==> config.mk <==
export PLATFORM = sky130hd
export DESIGN_NAME = sssp_ctrl
export DESIGN_NICKNAME = d
export VERILOG_FILES = /design/src/rtl/core/sssp_pkg.sv /design/src/rtl/core/sssp_ctrl.sv
export SDC_FILE = /design/constraint.sdc
export NUM_CORES = 1
export LEC_CHECK = 0
export BUFFER_PORTS_ARGS = -buffer_cell sky130_fd_sc_hd__buf_2
export CORE_AREA = 2 2 39 41
export DETAILED_ROUTE_END_ITERATION = 8
export DIE_AREA = 0 0 41 43
export RECOVER_POWER = 25
export REMOVE_ABC_BUFFERS = 1
export SLEW_MARGIN = 20
export SYNTH_ARGS = -nofsm -noshare
export SYNTH_HDL_FRONTEND = slang
export SYNTH_SLANG_ARGS = --single-unit
export TNS_END_PERCENT = 5
==> constraint.sdc <==
create_clock -name clk -period 1.52 [get_ports clk]
set_input_delay 0.076 -clock clk [delete_from_list [all_inputs] [get_ports clk]]
set_output_delay 0.076 -clock clk [all_outputs]
set_load 0.005 [all_outputs]
==> src/rtl/core/sssp_pkg.sv <==
// ----------------------------------------------------------------------------
// Seek-scan station picker package
// Shared types, sizes and codes for the seek-scan station picker block.
// ----------------------------------------------------------------------------
package sssp_pkg;

    // The size of the station table. IDX_W and CNT_W below follow from it.
    localparam int MAX_STATIONS = 64;
    localparam int IDX_W        = $clog2(MAX_STATIONS);
    localparam int CNT_W        = $clog2(MAX_STATIONS + 1);

    localparam int FREQ_W  = 31;
    localparam int SNR_W   = 16;
    localparam int SUM_W   = 32;
    localparam int HITS_W  = 16;
    localparam int THR_W   = 8;
    localparam int PROD_W  = SUM_W + HITS_W + 1;

    localparam logic [HITS_W-1:0] HITS_MAX  = '1;
    localparam logic [THR_W-1:0]  THR_RESET = 8'd10;

    // Command codes carried in the cmd field.
    localparam logic [1:0] CMD_MEAS  = 2'd0;
    localparam logic [1:0] CMD_START = 2'd1;
    localparam logic [1:0] CMD_STOP  = 2'd2;

    typedef struct packed {
        logic [1:0]               cmd;
        logic [FREQ_W-1:0]        tuned_frequency;
        logic signed [SNR_W-1:0]  snr_db;
    } in_item_t;

    typedef struct packed {
        logic                     station_found;
        logic [FREQ_W-1:0]        station_frequency;
        logic                     scan_active;
        logic                     sample_taken;
        logic                     table_overflow;
    } res_t;

    // One table entry as held in the entry memory.
    typedef struct packed {
        logic [FREQ_W-1:0]        freq;
        logic signed [SUM_W-1:0]  sum;
        logic [HITS_W-1:0]        hits;
    } entry_t;

    typedef enum logic [2:0] {
        ST_IDLE,
        ST_EXEC,
        ST_RD_LO,
        ST_RD_HI,
        ST_CAP_HI,
        ST_MUL_A,
        ST_MUL_B,
        ST_FINISH
    } state_t;

    // Commands from the controller to the datapath.
    typedef struct packed {
        logic load;
        logic exec;
        logic rd_hi;
        logic cap_a;
        logic cap_b;
        logic mul_a;
        logic mul_b;
        logic finish;
    } ctrl_cmd_t;

    // Status from the datapath to the controller.
    typedef struct packed {
        logic pick_needed;
    } dp_status_t;

endpackage

==> src/rtl/core/sssp_ctrl.sv <==
// ----------------------------------------------------------------------------
// Seek-scan station picker controller
// Sequences one request through the datapath and raises the result strobe.
// ----------------------------------------------------------------------------
module sssp_ctrl
    import sssp_pkg::*;
(
    input  logic       clk,
    input  logic       rst_n,
    input  logic       start,
    input  dp_status_t status,
    output ctrl_cmd_t  cmd,
    output logic       busy,
    output logic       done
);

    state_t state_reg;
    state_t state_next;
    logic   done_reg;
    logic   done_next;

    always_ff @(posedge clk or negedge rst_n)
    begin
        if (!rst_n)
        begin
            state_reg <= ST_IDLE;
            done_reg  <= 1'b0;
        end
        else
        begin
            state_reg <= state_next;
            done_reg  <= done_next;
        end
    end

    always_comb
    begin
        state_next = state_reg;
        unique case (state_reg)
            ST_IDLE:
            begin
                if (start)
                begin
                    state_next = ST_EXEC;
                end
            end
            ST_EXEC:
            begin
                state_next = status.pick_needed ? ST_RD_LO : ST_IDLE;
            end
            ST_RD_LO:  state_next = ST_RD_HI;
            ST_RD_HI:  state_next = ST_CAP_HI;
            ST_CAP_HI: state_next = ST_MUL_A;
            ST_MUL_A:  state_next = ST_MUL_B;
            ST_MUL_B:  state_next = ST_FINISH;
            ST_FINISH: state_next = ST_IDLE;
            default:   state_next = ST_IDLE;
        endcase
    end

    always_comb
    begin
        cmd       = '0;
        done_next = 1'b0;
        unique case (state_reg)
            ST_IDLE:
            begin
                cmd.load = start;
            end
            ST_EXEC:
            begin
                cmd.exec  = 1'b1;
                done_next = !status.pick_needed;
            end
            ST_RD_LO:  cmd.rd_hi = 1'b0;
            ST_RD_HI:
            begin
                cmd.rd_hi = 1'b1;
                cmd.cap_a = 1'b1;
            end
            ST_CAP_HI: cmd.cap_b = 1'b1;
            ST_MUL_A:  cmd.mul_a = 1'b1;
            ST_MUL_B:  cmd.mul_b = 1'b1;
            ST_FINISH:
            begin
                cmd.finish = 1'b1;
                done_next  = 1'b1;
            end
            default:   cmd = '0;
        endcase
    end

    assign busy = (state_reg != ST_IDLE);
    assign done = done_reg;

endmodule

After elaboration in Yosys (flattened, before gate mapping). Cells that the tools add are included.

Bits in read-only memories: 0. Memories: 0. Word-level logic and storage cells: 24. Flip-flop bits (word level): 4. Bits in latches: 0. Output and inout bits: 10. RAM bits: 0.

Reductions and logical operators: 3. Shift operators: 0. $mul: 0. Bitwise gates (word level): 0. Equal/unequal tests: 8. Div/mod/pow operators: 0. Muxes and demuxes: 11. $add $sub $neg: 0. Magnitude comparators: 0.

Operators with widths (count): $pmux W3 S8 (1); $eq A3 B3 Y1 const B (4); $mux W1 (7); $eq A3 B2 Y1 const B (2); $eq A3 B1 Y1 const B (1); $logic_not A3 Y1 (1); $mux W3 (1); $reduce_bool A3 Y1 (1); $mux W2 (1); $ne A2 B2 Y1 const B (1); $pmux W1 S2 (1); $logic_not A1 Y1 (1).

Longest topological paths before layout. Gate-level depths: netlist of the first run.

Depth after elaboration: 2. Mapped depth: 3. Depth with buffers taken out: 2.

Worst setup path after synthesis of the first run. Ideal clock, no wire load.

Path kind: reg-to-reg. Start: register state_reg[2]. End: register done_reg (netlist: done). Setup time: 0.074 ns. Data required time: 1.446 ns. Arrival: 1.034 ns. Period minus slack after synthesis: 1.108 ns. Path slack: 0.412 ns. Stages on the path, launching flop included: 4. Path buffers: 1. Cell sequence: dfrtp_1 buf_6 or4b_4 o21ai_2.

Cells in the longest elaborated chain, start to end: 2.

Ends and longest elaborated chain: start, declared (line sssp_ctrl.sv:17) `state_t state_reg;`; start signal, assigned (line sssp_ctrl.sv:31) `state_reg <= state_next;`; $eq A3 B3 Y1 or $eq A3 B1 Y1 (tied branches) (line sssp_ctrl.sv:65) `unique case (state_reg)`; $pmux W1 S2 (*) (line sssp_ctrl.sv:65); net done_next (line sssp_ctrl.sv:20) `logic done_next;`; end signal, assigned (line sssp_ctrl.sv:32) `done_reg <= done_next;`; end, declared (line sssp_ctrl.sv:19) `logic done_reg;`.

Mark *: on every way through the listed nets, which the timed path passes. The rest lies on a longest branch. A chain may end at the register's enable or synchronous reset.

==> reports/results.md, run 1 <==
* start — Worst Min Path Start
* 1 — number of H-tree levels
* 3 — max reg flops
* 1.44 ns — Req. time, crit path
* yes — clock tree from TritonCTS
* done — terminus of the critical flop-to-flop path
* 0.00176 mm^2 — overall die area
* 0 — Slew Viols, Final
* 717 um — global-route wire length before repair
* 0 — post-CTS setup repair buffer count
* 8.66 um^2 — syn_area_per_cell
* 43 um — die span in y
* 0.817 — final weighted congestion in routability-driven placement
* 6.75% — total routing resource utilization after global routing
* 9 — maximum number of pins on one net before global-route repair
* 0 — number of DRC violations after detailed routing
* 83.0% — tightest slew margin relative to the limit
* 0 — remaining antenna violation count after routing
* false — RSZ-0062 raised after global routing
* 0 — post-cts sizing count
* nor2_1 (8), dfrtp_1 (4), inv_1 (2), nand2b_1 (2), nor3_1 (2) — most numerous cell types in the synthesized netlist
* 1.24 ns — Crit path arrival time
* 0 ns — setup TNS
* input pin to flop — class of the tightest hold or removal check
* 43.3% — Area growth syn-to-layout
* 0 — endpoints failing hold
* 0 — Syn. warnings
* 0.837 mV — Max IR drop VDD
* 2030 mW/mm^2 — pwr dens
* 44.4% — top cell type's share of synthesized area
* 0.04 ns — CTS clk-pin slew, worst paths
* 0 — number of max-capacitance violations reported
* 0.255 ns — worst-margin pin slew
* 0.39 ns — minimum setup slack among reg-to-reg paths
* 3 — number of cells on the worst hold path
* 0.00103 ns — Layout Skew
* 44.4% — register area share after synthesis
* flop to output port — critical path class
* clkbuf_4 — root cell of the clock tree
* 225 um^2 — netlist area before placement
* 8.81 um — detail-routed net length per standard cell
* 0 — number of diodes added for antenna fixing
* 86.9% — Final Cycle Share
* 402 um — placed wire-length estimate
* 2 — R2R cell count
* 1.32 ns — minimum period implied by the final worst setup slack
* 0.757 GHz — Max Freq
* 41 um — chip width
* 0.656 mW — overall power of the completed layout
* 0.23 ns — Clock Latency Late Sink
* state_reg[2] — launching point of the worst reg2reg path
* 0 — overflow left after global routing
* dfrtp_1 — Synth area leader
* 3.70 — post-DR vias/cell
* flop — startpoint types
* 16.3% — initial core utilization
* dfrtp_1 — main flop type after synthesis
* 7 — CP Max Fanout
* output port — crit end category
* 211 — DR vias
* 100% — async set-reset flop share out of synthesis
* 4 — register bit count reported by yosys
* 23.3% — Final Util
* 0.174 nW — P_leak
* 14 — I/O pins
* 292 um^2 — cell area after placement
* 13 — post-synthesis cell type count
* 26 — synthesized netlist cell count
* 41.5% — share of post-route cells with drive strength above 1
* 4 — DRT Pass-1 Iters
* 502 um — total wirelength of the detailed-routed design
* dfrtp_1 (44%), nor2_1 (13%), or4b_4 (6.1%) — Area contributors post-synth
* 4 — number of clock sinks
* 47 — net count of the finished layout
* 7 — First DRT Iteration DRCs
* 0 — number of antenna violations at the first check in global routing
* 0 — setup violation total in the final timing report
* 13 — port bufs
* 0 — number of synthesized flops with an enable pin
* completed — result of the run
* 2 — largest buffer count on any clock path
* nor2_1 — most used standard cell by instance count after synthesis
* 163 — via count of the first global-routing pass
* state_reg[0] — endpoint of the worst hold-timing path
* 0.00138 mm^2 — core outline area
* 3 — number of buffers created by CTS
* 14 — Cell Rows
* 323 um^2 — post-route cell area
placed cells by master, fill, tap and decap left out, drive strengths merged:
master / count
dfrtp: 4
buf: 12
dlygate4sd3: 1
or4b: 1
clkbuf: 4
or3: 1
o21ai: 2
nand2: 1
xnor2: 1
nor2: 8
nor3: 2
inv: 2
nand2b: 2
final cells by class:
type,instances,area (um^2)
fillers,153,1060
flip-flops and latches,4,100
multi-input cells,18,98.8
repair buffers,14,73.8
clock buffers,3,22.5
well taps,16,20.0
inverters,2,7.51
critical path, cell delays in order, from the launching register on:
cell and delay [ns]:
dfrtp_1 0.41, or3_1 0.40, nor2_1 0.09, buf_2 0.11
metrics by stage:
step                      setup slack, ns  hold slack (ns)  instances
after floorplan                     0.444           -0.220         24
after global placement              0.391           -0.112         53
after detailed placement            0.388           -0.115         53
after CTS                           0.187            0.114         57
after global routing               0.0984            0.130         57
final                               0.200            0.110         57
kinds of logic (layout without fill, tap and decap cells):
logic type / count (synthesis) / after routing / share of synthesized area (%)
AOI/OAI and AO/OA: 2 / 2 / 6.11
xor gates and xnor gates: 1 / 1 / 3.89
buffers and inverters: 4 / 19 / 11.7
DFF: 4 / 4 / 44.4
and+or+nand+nor: 15 / 15 / 33.9
report_power, final:
part	internal (mW)	switching, mW
combinational	0.150	0.147
sequential	0.161	0.0697
clock	0.0881	0.0403
repair_timing:
item	4_1_cts	5_1_grt
hold buffers	1	0
endpoints found under the hold margin	4	0
endpoints found under the setup margin	0	0
metal layers:
metal / global-route usage [%] / routed length, um
met2: 5.94 / 192
met3: 4.71 / 56
met5: 0 / 0
met1: 9.77 / 253
met4: 6.00 / 0
worst max-delay path by stage:
| stage | start | end | slack (ns) | depth (start not counted) |
|---|---|---|---|---|
| after floorplan | state_reg[2] | done | 0.44 | 2 |
| after global placement | state_reg[2] | done | 0.39 | 2 |
| after detailed placement | state_reg[2] | done | 0.39 | 2 |
| after CTS | state_reg[2] | cmd[7] | 0.19 | 3 |
| after global routing | state_reg[2] | cmd[7] | 0.1 | 3 |
| final | state_reg[0] | cmd[7] | 0.20 | 3 |
No activity file was read; power rests on OpenSTA's default activity.
==> run 2: changes to the inputs <==
==> constraint.sdc (replaced) <==
create_clock -name clk -period 1.3 [get_ports clk]
set_input_delay 0.065 -clock clk [delete_from_list [all_inputs] [get_ports clk]]
set_output_delay 0.065 -clock clk [all_outputs]
set_load 0.005 [all_outputs]
==> reports/results.md, run 2 (same netlist as run 1, synthesis figures left out) <==
* 5 — CP Max Fanout, was 7
* 0.0794 ns — smallest hold slack, was 0.110 ns
* completed — result of the run, unchanged
* output port — crit end category, unchanged
* 1.22 ns — Crit path arrival time, was 1.24 ns
* 1 — number of H-tree levels, unchanged
* 0.41 ns — Largest stage delay, worst path, about the same
* 0.00138 mm^2 — core outline area, unchanged
* 0 — number of DRC violations after detailed routing, unchanged
* buf_2 — most common cell after layout, fill and taps aside, unchanged
* 828 um — global-route wire length before repair, was 717 um
* 50.0% — share of post-route cells with drive strength above 1, was 41.5%
* met1 — highest-utilization routing layer at the global route stage, unchanged
* 3 — number of buffers created by CTS, unchanged
* 0 — number of antenna violations at the first check in global routing, unchanged
* 0 — setup violation total in the final timing report, unchanged
* 0.187 ns — pre-CTS worst setup slack, was 0.388 ns
* 4 — number of clock sinks, unchanged
* flop — startpoint types, unchanged
* 0.781 GHz — Max Freq
* 0.04 ns — CTS clk-pin slew, worst paths, about the same
* 4 — DRT Pass-1 Iters, unchanged
* 0.802 — final weighted congestion in routability-driven placement, was 0.817
* 0 — number of diodes added for antenna fixing, unchanged
* dfrtp_1 — Slowest cell on crit path, unchanged
* flop to output port — critical path class, unchanged
* 0.249 ns — worst-margin pin slew, was 0.255 ns
* simple AND/OR/NAND/NOR gates — dominant delay contributor by cell family on the critical path, unchanged
* 3 — number of cells on the worst hold path, unchanged
* 0.189 nW — P_leak, was 0.174 nW
* or3_4 > nor2_1 > buf_2 — chain of cells forming the critical path, was or3_1 > nor2_1 > buf_2
* 9.38 um — detail-routed net length per standard cell, was 8.81 um
* 3 — R2R cell count, was 2
* yes — clock tree from TritonCTS, unchanged
* 14 — Cell Rows, unchanged
* 0.691 mV — Max IR drop VDD, was 0.837 mV
* 237 — DR vias, was 211
* 0.00217 ns — Layout Skew, was 0.00103 ns
* 3 — Crit. path cell count, unchanged
* clkbuf_4 — root cell of the clock tree, unchanged
* 104 um^2 — Multi-input gate area, was 98.8 um^2
* input pin to flop — class of the tightest hold or removal check, unchanged
* buf_2 (12), nor2_1 (8), clkbuf_4 (3), dfrtp_1 (3), buf_4 (3) — leading cell types in the layout, fill and taps excluded, was buf_2 (12), nor2_1 (8), dfrtp_1 (4)
* true — RSZ-0062 raised after global routing, was false
* 0 — number of max-capacitance violations reported, unchanged
* 0 — remaining antenna violation count after routing, unchanged
* 1.28 ns — minimum period implied by the final worst setup slack
* 3 — max reg flops, unchanged
* 0 — Slew Viols, Final, unchanged
* 7.50% — met2 global-route usage, was 5.94%
* 14 — I/O pins, unchanged
* 50 — net count of the finished layout, was 47
* 10.3% — met1 layer usage reported by global route, was 9.77%
* 416 um — placed wire-length estimate, was 402 um
* 0 ns — setup TNS, unchanged
* 7.44% — total routing resource utilization after global routing, was 6.75%
* 9 — maximum number of pins on one net before global-route repair, unchanged
* 56.1% — Area growth syn-to-layout, was 43.3%
* 16.3% — initial core utilization, unchanged
* 83.4% — tightest slew margin relative to the limit, was 83.0%
* 6 — First DRT Iteration DRCs, was 7
* 0 — endpoints failing hold, unchanged
* 2470 mW/mm^2 — pwr dens, was 2030 mW/mm^2
* 198 — via count of the first global-routing pass, was 163
* 43 um — die span in y, unchanged
* 563 um — total wirelength of the detailed-routed design, was 502 um
* 2 — largest buffer count on any clock path, unchanged
* 0 — overflow left after global routing, unchanged
* 0.0191 ns — worst setup slack after layout, was 0.200 ns
* 160 — Layout fillers, was 153
* 0.00176 mm^2 — overall die area, unchanged
* 0.23 ns — Clock Latency Late Sink, about the same
* 3.95 — post-DR vias/cell, was 3.70
* 101 um^2 — Register Area, was 100 um^2
* 1.57% — met3 Resource Use GR, was 4.71%
* 41 um — chip width, unchanged
* 98.5% — Final Cycle Share
* 1.24 ns — Req. time, crit path, was 1.44 ns
* 1 — Worst Path Buf+Inv, unchanged
* 13 — port bufs, unchanged
## run 2: what timing repair did
item / CTS / global route
endpoints found under the hold margin: 4 / 0
setup endpoints to repair: 1 / 3
gates resized for setup: 1 / 1
buffers inserted: 2 / 1
hold buffers: 1 / 0
pin swaps: 0 / 0
## run 2: area by class of cell
cell class              instances  share of cell area, %
repair buffers                 17                   27.4
flip-flops and latches          4                   28.8
inverters                       2                   2.14
multi-input cells              18                   29.5
well taps                      16                   5.69
clock buffers                   3                   6.41
## run 2: final timing paths
check	slack [ns]	end	startpoint
worst max-delay path	0.02	cmd[7]	state_reg[1]
worst min-delay path	0.08	state_reg[0]	start
worst max register to register	0.08	done	state_reg[2]
worst min register to register	0.55	state_reg[2]	state_reg[2]
max in group asynchronous	0.88	state_reg[2]	rst_n
min in group asynchronous	0.20	done	rst_n
## run 2: report_power, final
part           total [mW]  internal [mW]  switching [mW]
clock               0.158          0.104          0.0541
sequential          0.258          0.192          0.0658
combinational       0.454          0.243           0.211
total               0.870          0.539           0.331
## run 2: metrics by stage
step / util [%] / power (mW) / cells / cell area (um^2)
4_1_cts: 24.6 / 0.843 / 59 / 340
6_report: 25.4 / 0.870 / 60 / 352
3_5_place_dp: 21.1 / 0.625 / 53 / 292
3_3_place_gp: 21.1 / 0.620 / 53 / 292
2_1_floorplan: - / 0.466 / 24 / 206
5_1_grt: 25.4 / 0.945 / 60 / 352
## run 2: worst reg2reg max path: cells and delay by family, from the launching register on
| kind | cells | cell delay, ns |
|---|---|---|
| and+or+nand+nor | 1 | 0.50 |
| AOI/OAI and AO/OA | 1 | 0.06 |
| buffers and inverters | 1 | 0.15 |
| DFF | 1 | 0.44 |
## run 2: per-layer routing
metal	vias to the layer above	routed length [um]
met5	-	0
met4	0	0
met3	0	60
met2	14	236
met1	104	267
li1	119	-
==> run 3: changes to the inputs <==
--- a/config.mk
+++ b/config.mk
@@ -6,9 +6,12 @@
 export NUM_CORES = 1
 export LEC_CHECK = 0
 export BUFFER_PORTS_ARGS = -buffer_cell sky130_fd_sc_hd__buf_2
+export CELL_PAD_IN_SITES_DETAIL_PLACEMENT = 1
+export CELL_PAD_IN_SITES_GLOBAL_PLACEMENT = 1
 export CORE_AREA = 2 2 39 41
 export DETAILED_ROUTE_END_ITERATION = 8
 export DIE_AREA = 0 0 41 43
+export PLACE_DENSITY_LB_ADDON = 0.1
 export RECOVER_POWER = 25
 export REMOVE_ABC_BUFFERS = 1
 export SLEW_MARGIN = 20
==> reports/results.md, run 3 (same netlist as run 1, synthesis figures left out) <==
* 52 — net count of the finished layout, was 50
* 0.04 ns — CTS clk-pin slew, worst paths, about the same
* 86.1% — tightest slew margin relative to the limit, was 83.4%
* 0.778 GHz — Max Freq, was 0.781 GHz
* 0 — setup violation total in the final timing report, unchanged
* 3.94 — post-DR vias/cell, was 3.95
* 0.00138 mm^2 — core outline area, unchanged
* 8.96% — total routing resource utilization after global routing, was 7.44%
* 16.2% — relative contribution of the clock network to total power, was 18.1%
* 0.208 ns — worst-margin pin slew, was 0.249 ns
* 0.491 mV — Max IR drop VDD, was 0.691 mV
* buf_2 (12), nor2_1 (7), buf_4 (5) — leading cell types in the layout, fill and taps excluded, was buf_2 (12), nor2_1 (8), clkbuf_4 (3), dfrtp_1 (3), buf_4 (3)
* 3 — max reg flops, unchanged
* output port — crit end category, unchanged
* 0.000599 ns — Layout Skew, was 0.00217 ns
* 3 — Crit. path cell count, unchanged
* completed — result of the run, unchanged
* 0.936 mW — overall power of the completed layout, was 0.870 mW
* simple AND/OR/NAND/NOR gates — dominant delay contributor by cell family on the critical path, unchanged
* 1 — number of H-tree levels, unchanged
* 24.3% — proportion of power drawn by flip-flops and latches, was 29.7%
* true — RSZ-0062 raised after global routing, unchanged
* 3 — number of buffers created by CTS, unchanged
* 10.7 um — detail-routed net length per standard cell, was 9.38 um
* 2 — DRT Pass-1 Iters, was 4
* 13 — port bufs, unchanged
* 661 um — total wirelength of the detailed-routed design, was 563 um
* 0.23 ns — Clock Latency Late Sink, about the same
* 16.3% — initial core utilization, unchanged
* 0 — overflow left after global routing, unchanged
* 0 — number of diodes added for antenna fixing, unchanged
* 0 — number of max-capacitance violations reported, unchanged
* 1.29 ns — minimum period implied by the final worst setup slack, was 1.28 ns
* 59.5% — share of power burned in combinational logic, was 52.2%
* 2 — largest buffer count on any clock path, unchanged
* 37.6% — Net Sw Frac, was 38.1%
* 0.00176 mm^2 — overall die area, unchanged
* 1.22 ns — Crit path arrival time, about the same
* input pin to flop — class of the tightest hold or removal check, unchanged
* yes — clock tree from TritonCTS, unchanged
* 66.1% — Area growth syn-to-layout, was 56.1%
* 98.9% — Final Cycle Share, was 98.5%
* 0 — number of DRC violations after detailed routing, unchanged
* 62 — number of standard cells in the layout, taps in and fillers out, was 60
* 3 — number of cells on the worst hold path, unchanged
* 53 — Placed Cells, unchanged
* 1.24 ns — Req. time, crit path, about the same
* 54.3% — share of post-route cells with drive strength above 1, was 50.0%
* 0 — endpoints failing hold, unchanged
* or3_4 > nor2_4 > buf_2 — chain of cells forming the critical path, was or3_4 > nor2_1 > buf_2
* 2 — CP Max Fanout, was 5
* flop — startpoint types, unchanged
* 266 — via count of the first global-routing pass, was 198
* 2500 mW/mm^2 — pwr dens, was 2470 mW/mm^2
* 0 — number of antenna violations at the first check in global routing, unchanged
* 0.693 — final weighted congestion in routability-driven placement, was 0.802
* 0 — remaining antenna violation count after routing, unchanged
* 3 — R2R cell count, unchanged
* 244 — DR vias, was 237
* 0.164 ns — pre-CTS worst setup slack, was 0.187 ns
* 0.352 mW — Psw, was 0.331 mW
* 7 — maximum number of pins on one net before global-route repair, was 9
* flop to output port — critical path class, unchanged
* 14 — Cell Rows, unchanged
* 41 um — chip width, unchanged
* 4 — number of clock sinks, unchanged
* 0.0147 ns — worst setup slack after layout, was 0.0191 ns
* 1 — Worst Path Buf+Inv, unchanged
* clkbuf_4 — root cell of the clock tree, unchanged
* 0.40 ns — Largest stage delay, worst path, was 0.41 ns
* 459 um — placed wire-length estimate, was 416 um
* 0 — Slew Viols, Final, unchanged
* buf_2 — most common cell after layout, fill and taps aside, unchanged
* 0 ns — setup TNS, unchanged
* 1.05 mm — global-route wire length before repair, was 828 um
* 3 — First DRT Iteration DRCs, was 6
* 0.199 nW — P_leak, was 0.189 nW
* 43 um — die span in y, unchanged
* 0.583 mW — internal portion of total power, was 0.539 mW
* 14 — I/O pins, unchanged
* or3_4 — Slowest cell on crit path, was dfrtp_1
==> run 3: per-stage QoR <==
| stage | area (um^2) | utilization (%) | hold slack [ns] |
|---|---|---|---|
| floorplan | 206 | - | -0.231 |
| global placement | 292 | 21.1 | -0.124 |
| detailed placement | 292 | 21.1 | -0.128 |
| CTS | 363 | 26.2 | 0.0793 |
| global route | 374 | 27.0 | 0.113 |
| finish | 374 | 27.0 | 0.0825 |
==> run 3: repair_timing <==
action,in CTS,in global routing
resized for setup,1,3
hold endpoints to repair,4,0
pin swaps,0,1
setup endpoints to repair,1,1
buffers inserted,5,0
hold buffers,1,0
==> run 3: cell type report <==
cell class / instances / area (um^2)
Clock buffer: 3 / 22.5
Fill cell: 175 / 1010
Inverter: 2 / 7.51
Multi-Input combinational cell: 18 / 111
Sequential cell: 4 / 101
Tap cell: 16 / 20.0
Timing Repair Buffer: 19 / 111
==> run 3: final timing paths <==
path | from | to | slack (ns)
setup / recovery | state_reg[0] | cmd[7] | 0.01
max in group asynchronous | rst_n | state_reg[2] | 0.90
hold reg to reg | state_reg[0] | state_reg[0] | 0.57
setup reg to reg | state_reg[2] | done | 0.10
hold / removal | start | state_reg[0] | 0.08
min in group asynchronous | rst_n | done | 0.21
==> run 3: worst register-to-register path, cell delays in order, from the launching register on <==
cell     delay (ns)
dfrtp_2        0.40
buf_4          0.16
or4b_4         0.51
o21ai_2        0.06
==> run 3: metal layers <==
metal / share of wire (%) / GRT usage (%) / vias up
li1: - / - / 121
met1: 34 / 9.09 / 116
met2: 62 / 14.4 / 7
met3: 3.6 / 1.57 / 0
met4: 0 / 8.00 / 0
met5: 0 / 0 / -
==> run 3: power groups by stage <==
| stage | combinational (mW) | clock [mW] | sequential [mW] |
|---|---|---|---|
| 2_1_floorplan | 0.207 | 0 | 0.259 |
| 3_3_place_gp | 0.350 | 0 | 0.280 |
| 3_5_place_dp | 0.352 | 0 | 0.281 |
| 4_1_cts | 0.537 | 0.160 | 0.222 |
| 5_1_grt | 0.626 | 0.164 | 0.234 |
| 6_report | 0.557 | 0.152 | 0.227 |
